File: src/sv/fcsg_pkg.sv
// Shared types and constants of the filled circle span generator.
package fcsg_pkg;

  localparam int OFS_W  = 7;
  localparam int DEC_W  = 9;
  localparam int RAD_W  = 6;
  localparam int SCR_W  = 12;
  localparam int DATA_W = 32;
  localparam int ADDR_W = 3;

  localparam logic REG_SCREEN_WIDTH  = 1'b0;
  localparam logic REG_SCREEN_HEIGHT = 1'b1;

  localparam logic [SCR_W-1:0] SCREEN_WIDTH_RST  = 12'd1440;
  localparam logic [SCR_W-1:0] SCREEN_HEIGHT_RST = 12'd810;

  typedef struct packed {
    logic [OFS_W-1:0]        across;
    logic [OFS_W-1:0]        down;
    logic signed [DEC_W-1:0] decision;
    logic                    last;
  } walk_t;

endpackage

File: src/sv/fcsg_step.sv
// Circle walk unit: one decision update of the scan per use.
module fcsg_step import fcsg_pkg::*; (
  input  logic [OFS_W-1:0]        across,
  input  logic [OFS_W-1:0]        down,
  input  logic signed [DEC_W-1:0] decision,
  input  logic [RAD_W-1:0]        radius,
  output walk_t                   nxt
);

  logic signed [DEC_W:0] dec_ext;
  logic signed [DEC_W:0] across_x2;
  logic signed [DEC_W:0] down_x2;
  logic signed [DEC_W:0] gap_x2;
  logic signed [DEC_W:0] dec_sum;
  logic [OFS_W-1:0]      across_sum;
  logic [OFS_W:0]        down_sum;

  always_comb begin
    dec_ext   = {decision[DEC_W-1], decision};
    across_x2 = signed'({{(DEC_W-OFS_W){1'b0}}, across, 1'b0});
    down_x2   = signed'({{(DEC_W-OFS_W){1'b0}}, down, 1'b0});
    gap_x2    = signed'({{(DEC_W-RAD_W){1'b0}}, radius, 1'b0}) - down_x2;
    if (dec_ext >= across_x2) begin
      dec_sum    = dec_ext - across_x2 - (DEC_W+1)'(1);
      across_sum = across + OFS_W'(1);
      down_sum   = {1'b0, down};
    end else if (dec_ext < gap_x2) begin
      dec_sum    = dec_ext + down_x2 - (DEC_W+1)'(1);
      across_sum = across;
      down_sum   = {1'b0, down} - (OFS_W+1)'(1);
    end else begin
      dec_sum    = dec_ext + down_x2 - across_x2 - (DEC_W+1)'(2);
      across_sum = across + OFS_W'(1);
      down_sum   = {1'b0, down} - (OFS_W+1)'(1);
    end
    nxt.across   = across_sum;
    nxt.down     = down_sum[OFS_W-1:0];
    nxt.decision = dec_sum[DEC_W-1:0];
    nxt.last     = signed'(down_sum) < signed'({1'b0, across_sum});
  end

endmodule

File: src/sv/filled_circle_span_generator.sv
// Filled circle span generator: circle request in, one set of four spans per cycle out
// while out_stall is low. An accepted request loads the walk state registers, and each
// result of the walk unit is then registered in the output registers. A new request is
// taken only after the last result of the previous circle has been loaded.
// in_stall stays high while a circle is walked; output stalls hold the walk.
// Reset (synchronous, rst_n low) clears the walk and output valid and restores screen size.
module filled_circle_span_generator import fcsg_pkg::*; #(
  parameter int MAX_RADIUS = 63,
  parameter int COORD_BITS = 12
) (
  input  logic                   clk,
  input  logic                   rst_n,
  input  logic                   in_valid,
  output logic                   in_stall,
  input  logic [COORD_BITS-1:0]  in_center_x,
  input  logic [COORD_BITS-1:0]  in_center_y,
  input  logic [RAD_W-1:0]       in_circle_radius,
  output logic                   out_valid,
  input  logic                   out_stall,
  output logic [COORD_BITS:0]    out_wide_left_x,
  output logic [COORD_BITS:0]    out_wide_right_x,
  output logic [COORD_BITS:0]    out_wide_lower_row,
  output logic [COORD_BITS:0]    out_wide_upper_row,
  output logic [COORD_BITS:0]    out_narrow_left_x,
  output logic [COORD_BITS:0]    out_narrow_right_x,
  output logic [COORD_BITS:0]    out_narrow_lower_row,
  output logic [COORD_BITS:0]    out_narrow_upper_row,
  output logic                   out_visible,
  output logic                   out_last_span_set,
  input  logic                   psel,
  input  logic                   penable,
  input  logic                   pwrite,
  input  logic [ADDR_W-1:0]      paddr,
  input  logic [DATA_W-1:0]      pwdata,
  output logic [DATA_W-1:0]      prdata,
  output logic                   pready
);

  localparam int CW  = COORD_BITS + 1;
  localparam int CMP_W = (COORD_BITS > SCR_W) ? COORD_BITS : SCR_W;
  localparam logic [RAD_W-1:0] RAD_MAX = RAD_W'(MAX_RADIUS);

  logic                    busy_r, busy_nxt;
  logic [OFS_W-1:0]        across_r, across_nxt;
  logic [OFS_W-1:0]        down_r, down_nxt;
  logic signed [DEC_W-1:0] dec_r, dec_nxt;
  logic [COORD_BITS-1:0]   cx_r, cx_nxt;
  logic [COORD_BITS-1:0]   cy_r, cy_nxt;
  logic [RAD_W-1:0]        rad_r, rad_nxt;
  logic [SCR_W-1:0]        width_r, width_nxt;
  logic [SCR_W-1:0]        height_r, height_nxt;
  logic                    out_valid_r, out_valid_nxt;
  logic [CW-1:0]           wl_r, wr_r, wlo_r, wup_r, nl_r, nr_r, nlo_r, nup_r;
  logic                    vis_r, last_r;

  walk_t          step;
  logic           accept;
  logic           load_out;
  logic           cfg_wr;
  logic [RAD_W-1:0] rad_sat;
  logic [CW-1:0]  cx_e, cy_e, a_e, d_e;
  logic [CW-1:0]  px, py;
  logic           vis;

  fcsg_step u_step (
    .across   (across_r),
    .down     (down_r),
    .decision (dec_r),
    .radius   (rad_r),
    .nxt      (step)
  );

  assign in_stall = busy_r;
  assign accept   = in_valid && !busy_r;
  assign load_out = busy_r && (!out_valid_r || !out_stall);
  assign cfg_wr   = psel && penable && pwrite && pready;
  assign pready   = 1'b1;
  assign rad_sat  = (in_circle_radius > RAD_MAX) ? RAD_MAX : in_circle_radius;

  assign cx_e = {cx_r[COORD_BITS-1], cx_r};
  assign cy_e = {cy_r[COORD_BITS-1], cy_r};
  assign a_e  = CW'(across_r);
  assign d_e  = CW'(down_r);
  assign px   = cx_e + a_e;
  assign py   = cy_e + d_e;
  assign vis  = !px[CW-1] && (CMP_W'(px[CW-2:0]) < CMP_W'(width_r)) &&
                !py[CW-1] && (CMP_W'(py[CW-2:0]) < CMP_W'(height_r));

  always_comb begin
    case (paddr[2])
      REG_SCREEN_WIDTH:  prdata = DATA_W'(width_r);
      REG_SCREEN_HEIGHT: prdata = DATA_W'(height_r);
      default:           prdata = '0;
    endcase
  end

  always_comb begin
    width_nxt  = width_r;
    height_nxt = height_r;
    if (cfg_wr) begin
      case (paddr[2])
        REG_SCREEN_WIDTH:  width_nxt  = pwdata[SCR_W-1:0];
        REG_SCREEN_HEIGHT: height_nxt = pwdata[SCR_W-1:0];
        default: ;
      endcase
    end
  end

  always_comb begin
    busy_nxt   = busy_r;
    across_nxt = across_r;
    down_nxt   = down_r;
    dec_nxt    = dec_r;
    cx_nxt     = cx_r;
    cy_nxt     = cy_r;
    rad_nxt    = rad_r;
    if (accept) begin
      busy_nxt   = 1'b1;
      across_nxt = '0;
      down_nxt   = OFS_W'(rad_sat);
      dec_nxt    = DEC_W'(rad_sat) - DEC_W'(1);
      cx_nxt     = in_center_x;
      cy_nxt     = in_center_y;
      rad_nxt    = rad_sat;
    end else if (load_out) begin
      busy_nxt   = !step.last;
      across_nxt = step.across;
      down_nxt   = step.down;
      dec_nxt    = step.decision;
    end
    out_valid_nxt = load_out ? 1'b1 : (out_valid_r && out_stall);
  end

  always_ff @(posedge clk) begin
    if (!rst_n) begin
      busy_r      <= 1'b0;
      out_valid_r <= 1'b0;
      across_r    <= '0;
      down_r      <= '0;
      dec_r       <= '0;
      cx_r        <= '0;
      cy_r        <= '0;
      rad_r       <= '0;
      width_r     <= SCREEN_WIDTH_RST;
      height_r    <= SCREEN_HEIGHT_RST;
    end else begin
      busy_r      <= busy_nxt;
      out_valid_r <= out_valid_nxt;
      across_r    <= across_nxt;
      down_r      <= down_nxt;
      dec_r       <= dec_nxt;
      cx_r        <= cx_nxt;
      cy_r        <= cy_nxt;
      rad_r       <= rad_nxt;
      width_r     <= width_nxt;
      height_r    <= height_nxt;
    end
  end

  always_ff @(posedge clk) begin
    if (load_out) begin
      wl_r   <= cx_e - d_e;
      wr_r   <= cx_e + d_e;
      wlo_r  <= cy_e + a_e;
      wup_r  <= cy_e - a_e;
      nl_r   <= cx_e - a_e;
      nr_r   <= px;
      nlo_r  <= py;
      nup_r  <= cy_e - d_e;
      vis_r  <= vis;
      last_r <= step.last;
    end
  end

  assign out_valid            = out_valid_r;
  assign out_wide_left_x      = wl_r;
  assign out_wide_right_x     = wr_r;
  assign out_wide_lower_row   = wlo_r;
  assign out_wide_upper_row   = wup_r;
  assign out_narrow_left_x    = nl_r;
  assign out_narrow_right_x   = nr_r;
  assign out_narrow_lower_row = nlo_r;
  assign out_narrow_upper_row = nup_r;
  assign out_visible          = vis_r;
  assign out_last_span_set    = last_r;

endmodule

File: config.mk
export PLATFORM = sky130hd
export DESIGN_NAME = filled_circle_span_generator
export DESIGN_NICKNAME = d
export VERILOG_FILES = /design/src/sv/fcsg_pkg.sv /design/src/sv/fcsg_step.sv /design/src/sv/filled_circle_span_generator.sv
export SDC_FILE = /design/constraint.sdc
export NUM_CORES = 1
export LEC_CHECK = 0
export ABC_AREA = 1
export CORE_MARGIN = 3
export CORE_UTILIZATION = 60
export DETAILED_ROUTE_END_ITERATION = 6
export DONT_BUFFER_PORTS = 1
export GPL_ROUTABILITY_DRIVEN = 0
export PLACE_DENSITY_LB_ADDON = 0.3
export SLEW_MARGIN = 25
export SYNTH_ARGS = -nofsm -noshare
export SYNTH_HDL_FRONTEND = slang
export SYNTH_HIERARCHICAL = 1
export SYNTH_SLANG_ARGS = --single-unit
File: constraint.sdc
create_clock -name clk -period 8.1 [get_ports clk]
set_clock_uncertainty 0.1 [all_clocks]
set_input_delay 0.405 -clock clk [delete_from_list [all_inputs] [get_ports clk]]
set_output_delay 0.405 -clock clk [all_outputs]
set_load 0.005 [all_outputs]
==> impl_metrics.env <==
export IMPL_via_per_inst=5.66
export IMPL_cts_tree="yes"
export IMPL_start_kind="flop"
export IMPL_drc=0
export IMPL_grt_antenna_before_repair=0
export IMPL_fin_crit_ns=4.99
export IMPL_leakage_nw=6.09
export IMPL_die_w_um=151
export IMPL_hpwl_mm=23.7
export IMPL_start_util_pct=61.6
export IMPL_timing_rr_start="down_r[1]$_SDFFE_PN0P_"
export IMPL_fin_crit_sh_pct=61.6
export IMPL_drive_above_1_share_pct=6.36
export IMPL_multi_input_area_um2=6690
export IMPL_firstDrtPassIters=5
export IMPL_crit_fanout=11
export IMPL_ys_async_sr_fraction_pct=0
export IMPL_clock_sinks=181
export IMPL_yosys_warnings=6
export IMPL_final_seq_area_um2=4640
export IMPL_endpoint_kind="flop"
export IMPL_holdBufCountCts=1
export IMPL_worst_pin_slew_ns=0.965
export IMPL_num_vias=10088
export IMPL_die_area_um2=22700
export IMPL_stdcell_area_um2=13100
export IMPL_final_common_cell="nand2_1"
export IMPL_grt_usage_pct=27.6
export IMPL_fin_tns_setup_ns=0
export IMPL_setup_viol=0
export IMPL_rows=52
export IMPL_ys_types=52
export IMPL_synth_edf_count=102
export IMPL_dp_cells=1747
export IMPL_port_buffers=0
export IMPL_crit_required_ns=8.35
export IMPL_r2r_slack_ns=3.11
export IMPL_hold_path_class="input port to flop"
export IMPL_cts_htree_levels=4
export IMPL_cts_resized=0
export IMPL_holdPathEnd="height_r[5]$_SDFFE_PN1P_"
export IMPL_clockRootBuffer="clkbuf_16"
export IMPL_hold_viol=0
export IMPL_reg2reg_depth=28
export IMPL_n_fill_cell=1736
export IMPL_place_area_um2=12500
export IMPL_outcome="completed"
export IMPL_synth_seq_cells=181
export IMPL_clk_pin_slew_ns=0.07
export IMPL_core_um2=20400
export IMPL_r2r_end="in_stall$_SDFFE_PN0P_"
export IMPL_max_stage_delay_ns=0.80
export IMPL_final_cell_mix="nand2_1, inv_1, ha_1, nor2_1, a21oi_1"
export IMPL_grt_pass1_wl_mm=49.5
export IMPL_cap_violations=0
export IMPL_stdcell_count=1781
export IMPL_syn_cell_area_um2=12600
export IMPL_drv_slew=0
export IMPL_dp_slack_ns=3.35
export IMPL_synthFlopType="edfxtp_1"
export IMPL_min_delay_start="pwdata[5]"
export IMPL_die_h_um=151
export IMPL_crit_slowest_cell="dfxtp_1"
export IMPL_clkLatencyLatePin_ns=0.43
export IMPL_drt_iter0_drc=859
export IMPL_rsz0062_at_grt="no"
export IMPL_detail_route_antenna_nets=0
export IMPL_cts_buffers_inserted=17
export IMPL_grt_max_degree=64
export IMPL_synthCells=1528
export IMPL_setup_ws_ns=3.11
export IMPL_synth_seq_area_share_pct=36.9
export IMPL_fin_nets=1711
export IMPL_crit_top_cell="nand2_1"
export IMPL_p_per_area_nw_per_um2=413
export IMPL_grt_pass1_vias=9525
export IMPL_slew_headroom_pct=35.6
export IMPL_routed_wl_mm=31.7
export IMPL_area_delta_synth_final_pct=4.08
export IMPL_fmax_mhz=201
export IMPL_syn_avg_cell_area_um2=8.23
export IMPL_min_path_cells=2
export IMPL_peakVddDrop_mv=0.307
export IMPL_critical_path_class="flop to flop"
export IMPL_wl_per_cell_um=17.8
export IMPL_overflow=0
export IMPL_clock_path_buffers=2
export IMPL_boundaryPins=213
export IMPL_worstPathArrival_ns=5.23
export IMPL_cts_setup_buffers=0
==> worst max-delay path by stage <==
stage	start	to	cells past startpoint
after floorplan	down_r[1]$_SDFFE_PN0P_	in_stall$_SDFFE_PN0P_	27
after global placement	down_r[1]$_SDFFE_PN0P_	in_stall$_SDFFE_PN0P_	27
after detailed placement	down_r[1]$_SDFFE_PN0P_	in_stall$_SDFFE_PN0P_	28
after CTS	down_r[1]$_SDFFE_PN0P_	in_stall$_SDFFE_PN0P_	28
after global routing	down_r[1]$_SDFFE_PN0P_	in_stall$_SDFFE_PN0P_	27
final	down_r[1]$_SDFFE_PN0P_	in_stall$_SDFFE_PN0P_	28
==> layout make-up <==
cell class | instances | area share (%)
timing repair buffer | 4 | 0.249
sequential | 181 | 35.5
antenna | 1 | 0.0191
inverter | 208 | 6.12
multi-input combinational | 1085 | 51.1
clock inverter | 14 | 1.13
clock buffer | 18 | 3.28
tap | 270 | 2.58
==> logic make-up after synthesis <==
kind of cell	count (synthesis)	share of synthesized area [%]
AND/OR/NAND/NOR	558	19.2
buffers and inverters	281	10.4
AO/OA/AOI/OAI	269	11.9
flip-flops	181	36.9
adder cells (fa/ha/maj)	142	14.8
XOR/XNOR	95	6.68
other	2	0.0597
==> metrics by stage <==
step	hold WS, ns	util [%]	power [mW]
2_1_floorplan	0.345	-	3.89
5_1_grt	0.00138	64.1	5.87
3_3_place_gp	0.356	61.2	4.44
6_report	0.00346	64.1	5.40
3_5_place_dp	0.360	61.2	4.53
4_1_cts	0.000210	64.1	5.37
==> flip-flops by register name (all words and copies together), names as in the netlist <==
signal / flops
down_r: 7
out_wide_lower_row: 13
out_narrow_left_x: 13
out_wide_right_x: 12
width_r: 12
in_stall: 1
cx_r: 12
out_wide_upper_row: 12
cy_r: 12
out_visible: 1
rad_r: 6
out_wide_left_x: 13
across_r: 7
out_narrow_lower_row: 13
out_narrow_right_x: 12
dec_r: 9
height_r: 12
out_valid: 1
out_last_span_set: 1
out_narrow_upper_row: 12
==> report_power, final <==
group | switching [mW] | internal (mW) | total, mW
clock | 0.386 | 0.434 | 0.820
combinational | 1.90 | 1.07 | 2.97
sequential | 0.252 | 1.37 | 1.62
==> per-layer routing <==
metal	GRT usage, %	share of wire, %
met5	0	0
met4	8.16	2.6
met3	5.33	8.5
met2	45.9	47
met1	36.8	41
==> critical path, delay by kind of cell (launching register included) <==
family,cells,cell delay (ns)
compound gates,6,0.89
xor+xnor,1,0.19
fa+ha+maj,3,0.95
buf+inv,3,0.34
flops,1,0.80
simple gates,15,1.63
==> synthesized netlist by cell type (2+ instances only) <==
library cell    n  area [um^2]
clkinv_1        2         7.51
nand4_1        13         81.3
buf_6          11          124
nand2_2        11         68.8
xnor2_1        22          193
nand3_1        78          390
a31oi_1         9         56.3
fa_1           12          240
clkbuf_1        6         22.5
nor2_2          7         43.8
buf_1           3         11.3
inv_1         190          713
inv_6           2         17.5
inv_2          12         45.0
o211ai_1        4         30.0
o21bai_1        3         22.5
nor2_4          3         33.8
a21o_1          6         45.0
nand2_1       294         1100
nor3_1         13         65.1
buf_2          18         90.1
nand3b_1        2         15.0
a21oi_1       121          606
o21a_1          5         37.5
nand3_2         7         70.1
conb_1          2         7.51
buf_4          35          263
o21ai_1         5         25.0
dfxtp_1        79         1580
ha_1          130         1630
o21ai_2         8         70.1
o221ai_1        5         43.8
o21ai_0        94          470
nor2_1        124          465
edfxtp_1      102         3060
a211oi_1        3         22.5
xor2_1         72          631
No activity file was read; power rests on OpenSTA's default activity.
